<file path="src/hdl/sat_pkg.sv">
package sat_pkg;

  localparam int MaxStations = 64;
  localparam int IdxW        = (MaxStations > 1) ? $clog2(MaxStations) : 1;
  localparam int CntW        = $clog2(MaxStations + 1);
  localparam int AddrW       = 48;
  localparam int ActionW     = 2;
  localparam int SlotW       = 6;
  localparam int StatusW     = 3;
  localparam int CountW      = 7;

  typedef enum logic [ActionW-1:0] {
    ActLookup = 2'd0,
    ActAdd    = 2'd1,
    ActRemove = 2'd2
  } action_e;

  typedef enum logic [StatusW-1:0] {
    StFound    = 3'd0,
    StAdded    = 3'd1,
    StFull     = 3'd2,
    StNotFound = 3'd3,
    StRemoved  = 3'd4
  } status_e;

  typedef enum logic [1:0] {
    CtrlIdle   = 2'd0,
    CtrlScan   = 2'd1,
    CtrlFinish = 2'd2
  } ctrl_state_e;

  typedef struct packed {
    logic load;
    logic scan;
    logic finish;
  } sat_cmd_t;

  typedef struct packed {
    logic scan_end;
  } sat_stat_t;

endpackage

</file>
<file path="src/hdl/sat_ctrl.sv">
module sat_ctrl (
  input  logic               clk_i,
  input  logic               rst_ni,
  input  logic               start_i,
  input  sat_pkg::sat_stat_t stat_i,
  output sat_pkg::sat_cmd_t  cmd_o,
  output logic               busy_o
);
  import sat_pkg::*;

  ctrl_state_e state_q, state_d;

  always_ff @(posedge clk_i or negedge rst_ni) begin
    if (!rst_ni) begin
      state_q <= CtrlIdle;
    end else begin
      state_q <= state_d;
    end
  end

  always_comb begin
    state_d = state_q;
    case (state_q)
      CtrlIdle: begin
        if (start_i) begin
          state_d = CtrlScan;
        end
      end
      CtrlScan: begin
        if (stat_i.scan_end) begin
          state_d = CtrlFinish;
        end
      end
      CtrlFinish: begin
        state_d = CtrlIdle;
      end
      default: begin
        state_d = CtrlIdle;
      end
    endcase
  end

  always_comb begin
    cmd_o  = '0;
    busy_o = 1'b1;
    case (state_q)
      CtrlIdle: begin
        busy_o     = 1'b0;
        cmd_o.load = start_i;
      end
      CtrlScan: begin
        cmd_o.scan = 1'b1;
      end
      CtrlFinish: begin
        cmd_o.finish = 1'b1;
      end
      default: begin
        busy_o = 1'b0;
      end
    endcase
  end

  a_finish_once: assert property (@(posedge clk_i) disable iff (!rst_ni)
    cmd_o.finish |=> !cmd_o.finish && !busy_o)
    else $error("finish lasted more than one cycle");

  a_load_scan: assert property (@(posedge clk_i) disable iff (!rst_ni)
    cmd_o.load |=> cmd_o.scan)
    else $error("scan did not follow load");

  a_scan_ends: assert property (@(posedge clk_i) disable iff (!rst_ni)
    cmd_o.scan && stat_i.scan_end |=> cmd_o.finish)
    else $error("finish did not follow end of scan");

endmodule

</file>
<file path="src/hdl/sat_dp.sv">
module sat_dp (
  input  logic                          clk_i,
  input  logic                          rst_ni,
  input  sat_pkg::sat_cmd_t             cmd_i,
  input  logic [sat_pkg::ActionW-1:0]   action_i,
  input  logic [sat_pkg::AddrW-1:0]     mac_addr_i,
  output sat_pkg::sat_stat_t            stat_o,
  output logic                          hit_o,
  output logic [sat_pkg::SlotW-1:0]     slot_o,
  output logic [sat_pkg::StatusW-1:0]   status_o,
  output logic [sat_pkg::CountW-1:0]    station_count_o,
  output logic                          done_o
);
  import sat_pkg::*;

  logic [AddrW-1:0]       addr_mem [MaxStations];
  logic [MaxStations-1:0] entry_valid_q, entry_valid_d;
  logic [CntW-1:0]        count_q, count_d;
  logic [CntW-1:0]        scan_cnt_q;
  logic                   scan_end;
  logic [ActionW-1:0]     action_q;
  logic [AddrW-1:0]       addr_q;
  logic [AddrW-1:0]       rd_data_q;
  logic [IdxW-1:0]        rd_idx_q;
  logic                   rd_vld_q;
  logic                   match_found_q, free_found_q;
  logic [IdxW-1:0]        match_idx_q, free_idx_q;
  logic                   cmp_hit, cmp_free;
  logic                   mem_we;
  logic                   res_hit;
  logic [IdxW-1:0]        res_idx;
  status_e                res_status;
  logic                   hit_q;
  logic [SlotW-1:0]       slot_q;
  logic [StatusW-1:0]     status_q;
  logic                   done_q;

  assign scan_end      = (scan_cnt_q == CntW'(MaxStations));
  assign stat_o.scan_end = scan_end;

  // compare stage, one stored entry per cycle
  assign cmp_hit  = rd_vld_q && entry_valid_q[rd_idx_q] && (rd_data_q == addr_q);
  assign cmp_free = rd_vld_q && !entry_valid_q[rd_idx_q];

  // outcome of the transaction once the scan is done
  always_comb begin
    entry_valid_d = entry_valid_q;
    count_d       = count_q;
    mem_we        = 1'b0;
    res_hit       = match_found_q;
    res_idx       = match_found_q ? match_idx_q : '0;
    res_status    = match_found_q ? StFound : StNotFound;
    case (action_q)
      ActAdd: begin
        if (!match_found_q) begin
          if (free_found_q) begin
            mem_we                    = cmd_i.finish;
            entry_valid_d[free_idx_q] = 1'b1;
            count_d                   = count_q + CntW'(1);
            res_idx                   = free_idx_q;
            res_status                = StAdded;
          end else begin
            res_status = StFull;
          end
        end
      end
      ActRemove: begin
        if (match_found_q) begin
          entry_valid_d[match_idx_q] = 1'b0;
          if (count_q != '0) begin
            count_d = count_q - CntW'(1);
          end
          res_status = StRemoved;
        end
      end
      default: begin
      end
    endcase
  end

  always_ff @(posedge clk_i or negedge rst_ni) begin
    if (!rst_ni) begin
      entry_valid_q <= '0;
      count_q       <= '0;
      scan_cnt_q    <= '0;
      rd_vld_q      <= 1'b0;
      match_found_q <= 1'b0;
      free_found_q  <= 1'b0;
      done_q        <= 1'b0;
    end else begin
      done_q   <= cmd_i.finish;
      rd_vld_q <= cmd_i.scan && !scan_end;
      if (cmd_i.load) begin
        scan_cnt_q    <= '0;
        match_found_q <= 1'b0;
        free_found_q  <= 1'b0;
      end else if (cmd_i.scan && !scan_end) begin
        scan_cnt_q <= scan_cnt_q + CntW'(1);
      end
      if (cmp_hit && !match_found_q) begin
        match_found_q <= 1'b1;
      end
      if (cmp_free && !free_found_q) begin
        free_found_q <= 1'b1;
      end
      if (cmd_i.finish) begin
        entry_valid_q <= entry_valid_d;
        count_q       <= count_d;
      end
    end
  end

  always_ff @(posedge clk_i) begin
    if (cmd_i.load) begin
      action_q <= action_i;
      addr_q   <= mac_addr_i;
    end
    if (cmd_i.scan && !scan_end) begin
      rd_data_q <= addr_mem[scan_cnt_q[IdxW-1:0]];
      rd_idx_q  <= scan_cnt_q[IdxW-1:0];
    end
    if (mem_we) begin
      addr_mem[free_idx_q] <= addr_q;
    end
    if (cmp_hit && !match_found_q) begin
      match_idx_q <= rd_idx_q;
    end
    if (cmp_free && !free_found_q) begin
      free_idx_q <= rd_idx_q;
    end
    if (cmd_i.finish) begin
      hit_q    <= res_hit;
      slot_q   <= SlotW'(res_idx);
      status_q <= res_status;
    end
  end

  assign hit_o           = hit_q;
  assign slot_o          = slot_q;
  assign status_o        = status_q;
  assign station_count_o = CountW'(count_q);
  assign done_o          = done_q;

  a_count_bound: assert property (@(posedge clk_i) disable iff (!rst_ni)
    count_q <= CntW'(MaxStations))
    else $error("station count above table size");

  a_match_valid: assert property (@(posedge clk_i) disable iff (!rst_ni)
    cmd_i.finish && match_found_q |-> entry_valid_q[match_idx_q])
    else $error("matched entry is not valid");

  a_free_empty: assert property (@(posedge clk_i) disable iff (!rst_ni)
    cmd_i.finish && free_found_q |-> !entry_valid_q[free_idx_q])
    else $error("free entry is already valid");

  a_add_counts: assert property (@(posedge clk_i) disable iff (!rst_ni)
    cmd_i.finish && mem_we |=> count_q == $past(count_q) + CntW'(1))
    else $error("add did not bump station count");

endmodule

</file>
<file path="src/hdl/station_address_table.sv">
// Station table of up to 64 MAC addresses. Raise start with action_i and
// mac_addr_i while busy is low; the transaction is taken at that edge and
// busy stays high until the result is ready. Each transaction scans the
// address memory one entry per cycle; the result (done_o high for exactly
// one cycle with hit_o, slot_o, status_o and station_count_o) follows the
// scan state, the finish state and the result register. The receiver
// cannot stall: the result must be captured in its done_o cycle. A new
// transaction can be started in that same cycle but not before it, so
// transactions never overlap.
module station_address_table (
  input  logic                          clk_i,
  input  logic                          rst_ni,
  input  logic                          start,
  output logic                          busy,
  input  logic [sat_pkg::ActionW-1:0]   action_i,
  input  logic [sat_pkg::AddrW-1:0]     mac_addr_i,
  output logic                          done_o,
  output logic                          hit_o,
  output logic [sat_pkg::SlotW-1:0]     slot_o,
  output logic [sat_pkg::StatusW-1:0]   status_o,
  output logic [sat_pkg::CountW-1:0]    station_count_o
);
  import sat_pkg::*;

  sat_cmd_t  cmd;
  sat_stat_t stat;

  sat_ctrl u_ctrl (
    .clk_i  (clk_i),
    .rst_ni (rst_ni),
    .start_i(start),
    .stat_i (stat),
    .cmd_o  (cmd),
    .busy_o (busy)
  );

  sat_dp u_dp (
    .clk_i          (clk_i),
    .rst_ni         (rst_ni),
    .cmd_i          (cmd),
    .action_i       (action_i),
    .mac_addr_i     (mac_addr_i),
    .stat_o         (stat),
    .hit_o          (hit_o),
    .slot_o         (slot_o),
    .status_o       (status_o),
    .station_count_o(station_count_o),
    .done_o         (done_o)
  );

  a_done_idle: assert property (@(posedge clk_i) disable iff (!rst_ni)
    done_o |-> !busy)
    else $error("result shown while busy");

  a_accept_busy: assert property (@(posedge clk_i) disable iff (!rst_ni)
    start && !busy |=> busy && !done_o)
    else $error("busy not raised after accept");

endmodule

</file>
<file path="config.mk">
export PLATFORM = sky130hd
export DESIGN_NAME = station_address_table
export DESIGN_NICKNAME = d
export VERILOG_FILES = /design/src/hdl/sat_pkg.sv /design/src/hdl/sat_ctrl.sv /design/src/hdl/sat_dp.sv /design/src/hdl/station_address_table.sv
export SDC_FILE = /design/constraint.sdc
export NUM_CORES = 2
export LEC_CHECK = 0
export ABC_CLOCK_PERIOD_IN_PS = 5200
export BUFFER_PORTS_ARGS = -buffer_cell sky130_fd_sc_hd__buf_4
export CAP_MARGIN = 20
export CORE_ASPECT_RATIO = 1.25
export CORE_MARGIN = 5
export CORE_UTILIZATION = 63
export DETAILED_ROUTE_END_ITERATION = 8
export PLACE_DENSITY_LB_ADDON = 0.25
export SETUP_SLACK_MARGIN = 0.1
export SLEW_MARGIN = 20
export SYNTH_ARGS = -nofsm -noshare
export SYNTH_HDL_FRONTEND = slang
export SYNTH_HIERARCHICAL = 1
export SYNTH_SLANG_ARGS = --single-unit
</file>
<file path="constraint.sdc">
create_clock -name clk_i -period 5.2 [get_ports clk_i]
set_input_delay 0.78 -clock clk_i [delete_from_list [all_inputs] [get_ports clk_i]]
set_output_delay 0.78 -clock clk_i [all_outputs]
set_load 0.005 [all_outputs]
</file>
**Word level (Yosys, flattened, before mapping)**

Memory sizes are Yosys's and may differ from the RTL's. A register that Yosys moved wholly into a read port is not among the register bits.
Cells that the tools add are included.

- Bits in registers: 162
- Bits in latches: 0
- RAM bits: 3072
- Bits in read-only memories: 0
- Input port bits: 53
- Output and inout bits: 19
- Logic and storage cells: 103
- Memories: 1

Memory list:

| name | depth | bits a word | rd ports | clocked after memory_dff | write ports | line | text |
|---|---|---|---|---|---|---|---|
| u_dp.addr_mem | 64 | 48 | 1 | 1 | 1 | sat_dp.sv:16 | `logic [AddrW-1:0] addr_mem [MaxStations];` |

- Add/subtract/negate cells: 3
- Multipliers: 0
- Divide/modulo/power cells: 0
- Magnitude comparators: 5
- Equal/unequal tests: 12
- Shifts and indexed selects: 0
- Multiplexer cells: 41
- Bitwise logic cells: 3
- Reduce and logical (&&, ||, !) cells: 22

Operators by type and width:

| operator | count |
|---|---|
| 64-bit 2-to-1 mux | 3 |
| 64-bit one-hot mux with 2 select lines | 1 |
| 64-bit bitwise AND | 1 |
| 64-bit NOT | 1 |
| 64-bit OR | 1 |
| 48-bit equality test | 1 |
| 7-bit 2-to-1 mux | 6 |
| 6-bit 2-to-1 mux | 4 |
| 6-bit by 7-bit less-than comparator with 1-bit output (second input constant) | 3 |
| 1-bit 2-to-1 mux | 15 |
| 7-bit by 1-bit adder with 7-bit output (second input constant) | 2 |
| 7-bit one-hot mux with 2 select lines | 1 |
| 1-bit demux with 6-bit select | 2 |
| 6-bit by 1-bit greater-or-equal comparator with 1-bit output (second input constant) | 2 |
| 1-bit logical AND | 8 |
| 2-bit 2-to-1 mux | 4 |
| 2-bit by 1-bit inequality test with 1-bit output (second input constant) | 4 |
| 2-bit nonzero test | 4 |
| 7-bit equality test (second input constant) | 1 |
| 7-bit nonzero test | 1 |
| 7-bit by 1-bit subtractor with 7-bit output (second input constant) | 1 |
| 1-bit binary-select mux with 6-bit select | 1 |
| 3-bit 2-to-1 mux | 2 |
| 3-bit one-hot mux with 2 select lines | 1 |
| other kinds (10) | 16 |

**Logic depth before layout (Yosys ltp)**

- Word-level depth: 8
- Depth in mapped cells: 12
- Mapped depth without buffers: 9

**Modules after synthesis**

The synthesis kept the hierarchy.

Modules (own cells, without submodules):

| module | times used | cells each | area an instance (um2) | sequential area each (um2) |
|---|---|---|---|---|
| sat_dp | 1 | 5029 | 124931.1 | 98084.1 |
| sat_ctrl | 1 | 16 | 176.4 | 50.0 |

**Worst setup path before layout**

OpenSTA, ideal clock, no wires.

- Path type: reg2reg
- Start point: reg u_dp.scan_cnt_q[1]
- End point: reg u_dp.scan_cnt_q[2]
- Setup time: 72 ps
- Arrival time: 4015 ps
- Required time: 5128 ps
- Slack: 1113 ps
- Stages on the path, launching flop included: 13
- Buffers on the path: 5
- Clock period less this slack: 4087 ps
- Path through: dfrtp_1 clkbuf_1 clkbuf_1 buf_1 buf_1 inv_1 ha_1 nand3_1 and2_1 clkbuf_1 nand2_1 xor2_1 nor2_1

- Longest elaborated chain between the ends: 4
- Elaborated cells between the ends (all ways): 7
- Classes of those cells: add/sub: 1; eq/ne: 1; mux: 2; reduce/logical: 3

Ends and longest elaborated chain:

| element | line | text |
|---|---|---|
| start: declaration | sat_dp.sv:19 | `logic [CntW-1:0] scan_cnt_q;` |
| start signal: assignment | sat_dp.sv:98 | `scan_cnt_q <= scan_cnt_q + CntW'(1);` |
| branches (longest 4 deep; another with 7-bit by 1-bit adder with 7-bit output) | - |  |

Several ways; the timed one is not identified. The select of a mux whose other input is x is not followed.
A chain may end at the register's enable or synchronous reset.

==> metrics <==
outcome complete, no violations; CTS root buf clkbuf_16; endpoints failing setup 0; worst vdd ir about 0.00045 V; cell accounting for the most synthesized area edfxtp_1; H-tree depth 5; commonest non-fill, non-tap cell in the layout edfxtp_1; Die Span X 409 microns; Cell Chain, Critical Path inv_1 > ha_1 > and3_1 > nand3_1 > nor2_4 > buf_12; MaxCap Viol Count 0; post-route design area between 100000 and 150000 sq um; hold path depth 1; power per cell area roughly 480 nW/um^2; commonest cells after routing, fill and taps aside 3198 x edfxtp_1, 1024 x mux4_2, 319 x clkbuf_16; Initial Utilization 0.631; pin count of the biggest net entering global routing 110; hold crit path type input pin to flip-flop; Antenna Nets Post-Route 0; DRT Wirelength 353000 microns; total power just under 70 mW; Critical Path End Type flip-flop; crit path time final just under 4000 ps; Final Slew Violations 0; clock tree buffer depth 4; PortBufs 71; register area roughly 100000 sq um; # rows 183; critical setup path kind flip-flop to flip-flop; Crit Path Max Fanout 16; leak pwr about 44 nW; Total Routing Usage GR 0.346; dpl hpwl 178000 microns; Final #Nets 5555; RSZ-0062 raised after global routing no; YS warnings 6; Setup crit start kind flip-flop; Area growth, synth to finish 12.9%; first-pass GRT wire length 493000 microns; syn nets just over 5k; Area after DPL ~130000 sq um; max_slew headroom 0.182; Worst Tran Pin Value approximately 1200 ps; Num Clock Sinks ~3.3k; CTS tree done; crit-path max cell delay between 1000 and 1500 ps; Cell variety after synth 53; CP max stage cell nor2_4; Cell Area, Synth about 130000 sq um; sequential fraction of the synthesis area 0.784; fraction of the mapped netlist area in compound gates 0.00709; core area 198000 sq um; Critical Path RT roughly 5800 ps; area share of fa/ha/maj cells after synthesis 0.00146; Hold WS approximately 50 ps; DRC 0; DRT iter0 DRCs approximately 11k; R2R depth 6; Peak Freq around 0.26 GHz; post-synthesis simple-gate area fraction 0.00896; io pins just over 70; XOR/XNOR Fraction of Synth Area 0.00392; reg2reg setup slack 1310 ps; Mapped Cells just over 5k; final core occ 0.712; clk_skew roughly 60 ps; WL/cell about 42 microns; total CTS buffers approximately 310; initial antenna violation count 6; die height roughly 500 microns; multiplexer share of the synthesized area 0.185; largest family of logic cells by synthesized area multiplexers; grt ovf 0; Post-synth ARST share 0.0256; number of synthesized flops with an enable pin approximately 3.2k; Yosys reg bits about 3.3k; total die area between 200000 and 250000 sq um; crit path DAT 4510 ps; share of cells above drive strength 1 0.327; fillers 10.7k; period utilization 0.747; Clock Pin Slew Worst Setup and Hold Paths around 70 ps; largest cells by area after synthesis edfxtp_1 77%, mux4_2 18%, dfrtp_1 1.7%, clkbuf_1 0.45%, xor2_1 0.31%; detailed-route via count ~60k; vias in the first global route around 63k; syn_area_per_cell about 25 sq um; final hold viol count 0; post_cts resized 0; gpl congestion between 0.8 and 0.9; footprint of the multi-input gates approximately 26000 sq um; 1st-pass router iterations 6; vias per inst about 7.4; Synth top area share 0.768; setup_tns 0 ps; Clk Latency, worst-skew pair 950 ps; Most used DFF post-synth edfxtp_1
## area by class of cell
cell class	count	area share
well taps	2590	0.0229
clock buffers	376	0.0581
inverters	16	0.000425
repair buffers	386	0.0272
multi-input cells	1490	0.187
diodes	3	0.0000532
flip-flops and latches	3282	0.695
clock inverters	161	0.00972
## critical path: cells and delay by family, from the launching register on
kind	cells	cell delay, ps
fa+ha+maj	1	550
buf+inv	2	410
flops	1	400
simple gates	3	2140
## final timing paths
path                                             start                endpoint
max in group asynchronous                       rst_ni      u_dp/scan_cnt_q[2]
worst max register to register       u_ctrl/state_q[0]   u_dp/addr_mem[63][42]
min in group asynchronous                       rst_ni             u_dp/done_o
worst min register to register  u_dp/entry_valid_q[25]  u_dp/entry_valid_q[25]
worst max-delay path                 u_ctrl/state_q[0]   u_dp/addr_mem[63][42]
worst min-delay path                    mac_addr_i[10]         u_dp/addr_q[10]
## cells in the mapped netlist (2+ instances only)
master,count
clkbuf_1,151
buf_1,42
nor2b_1,10
nand3b_1,4
mux4_2,1024
nand3_1,13
o21bai_1,2
inv_1,16
buf_6,2
o22ai_1,2
or3b_2,4
o21ai_0,65
or3_1,6
edfxtp_1,3198
a31oi_1,4
o31ai_1,2
buf_2,61
a21o_1,4
nand2b_1,4
a2bb2oi_1,4
xnor2_1,12
nand4_1,6
and3b_1,6
a22o_1,7
mux2_2,4
nor3b_1,6
and2_1,3
mux2i_1,5
dfrtp_1,84
nand2_1,42
xor2_1,44
a21oi_1,57
nor3_1,8
nor2_1,95
nor4_1,12
and3_1,7
ha_1,13
## stage by stage
stage | setup slack (ps) | std cells
6_report | 1310 | 8304
5_1_grt | 1220 | 8302
4_1_cts | 1420 | 8301
3_5_place_dp | 1500 | 7722
3_3_place_gp | 1040 | 7718
2_1_floorplan | 1110 | 5045
## where the power goes
part / internal (mW) / switching [mW] / leakage (nW) / total [mW]
clock: 12.4 / 9.60 / 4.69 / 22.0
sequential: 30.5 / 0.674 / 30.0 / 31.1
combinational: 6.81 / 7.73 / 8.97 / 14.5
## cell families after synthesis
logic type      Yosys count
xor+xnor                 56
mux                    1034
compound gates          156
buf+inv                 273
flops                  3282
simple gates            230
fa+ha+maj                14
## layer usage
| metal | vias up | global-route usage | wire length [microns] |
|---|---|---|---|
| met2 | 5613 | 0.541 | 169000 |
| met3 | 1026 | 0.0891 | 49100 |
| met5 | - | 0 | 27 |
| met1 | 32200 | 0.461 | 112000 |
| met4 | 4 | 0.177 | 22700 |
| li1 | 22700 | - | - |
## timing repair
| item | 4_1_cts | 5_1_grt |
|---|---|---|
| hold buffers | 42 | 0 |
| endpoints found under the hold margin | 84 | 0 |
| endpoints found under the setup margin | 0 | 0 |
| setup buffers | 0 | 0 |
## flip-flops by register name, summed over array words and instances (netlist names)
name	count
u_dp/status_o	3
u_dp/match_found_q	1
u_ctrl/state_q	2
u_dp/done_o	1
u_dp/entry_valid_q	64
u_dp/addr_q	48
u_dp/addr_mem	3072
u_dp/rd_data_q	48
u_dp/rd_vld_q	1
u_dp/action_q	2
u_dp/free_idx_q	6
u_dp/station_count_o	7
u_dp/scan_cnt_q	7
u_dp/rd_idx_q	6
u_dp/free_found_q	1
u_dp/match_idx_q	6
u_dp/slot_o	6
u_dp/hit_o	1
(Power assumes the default switching activity.)
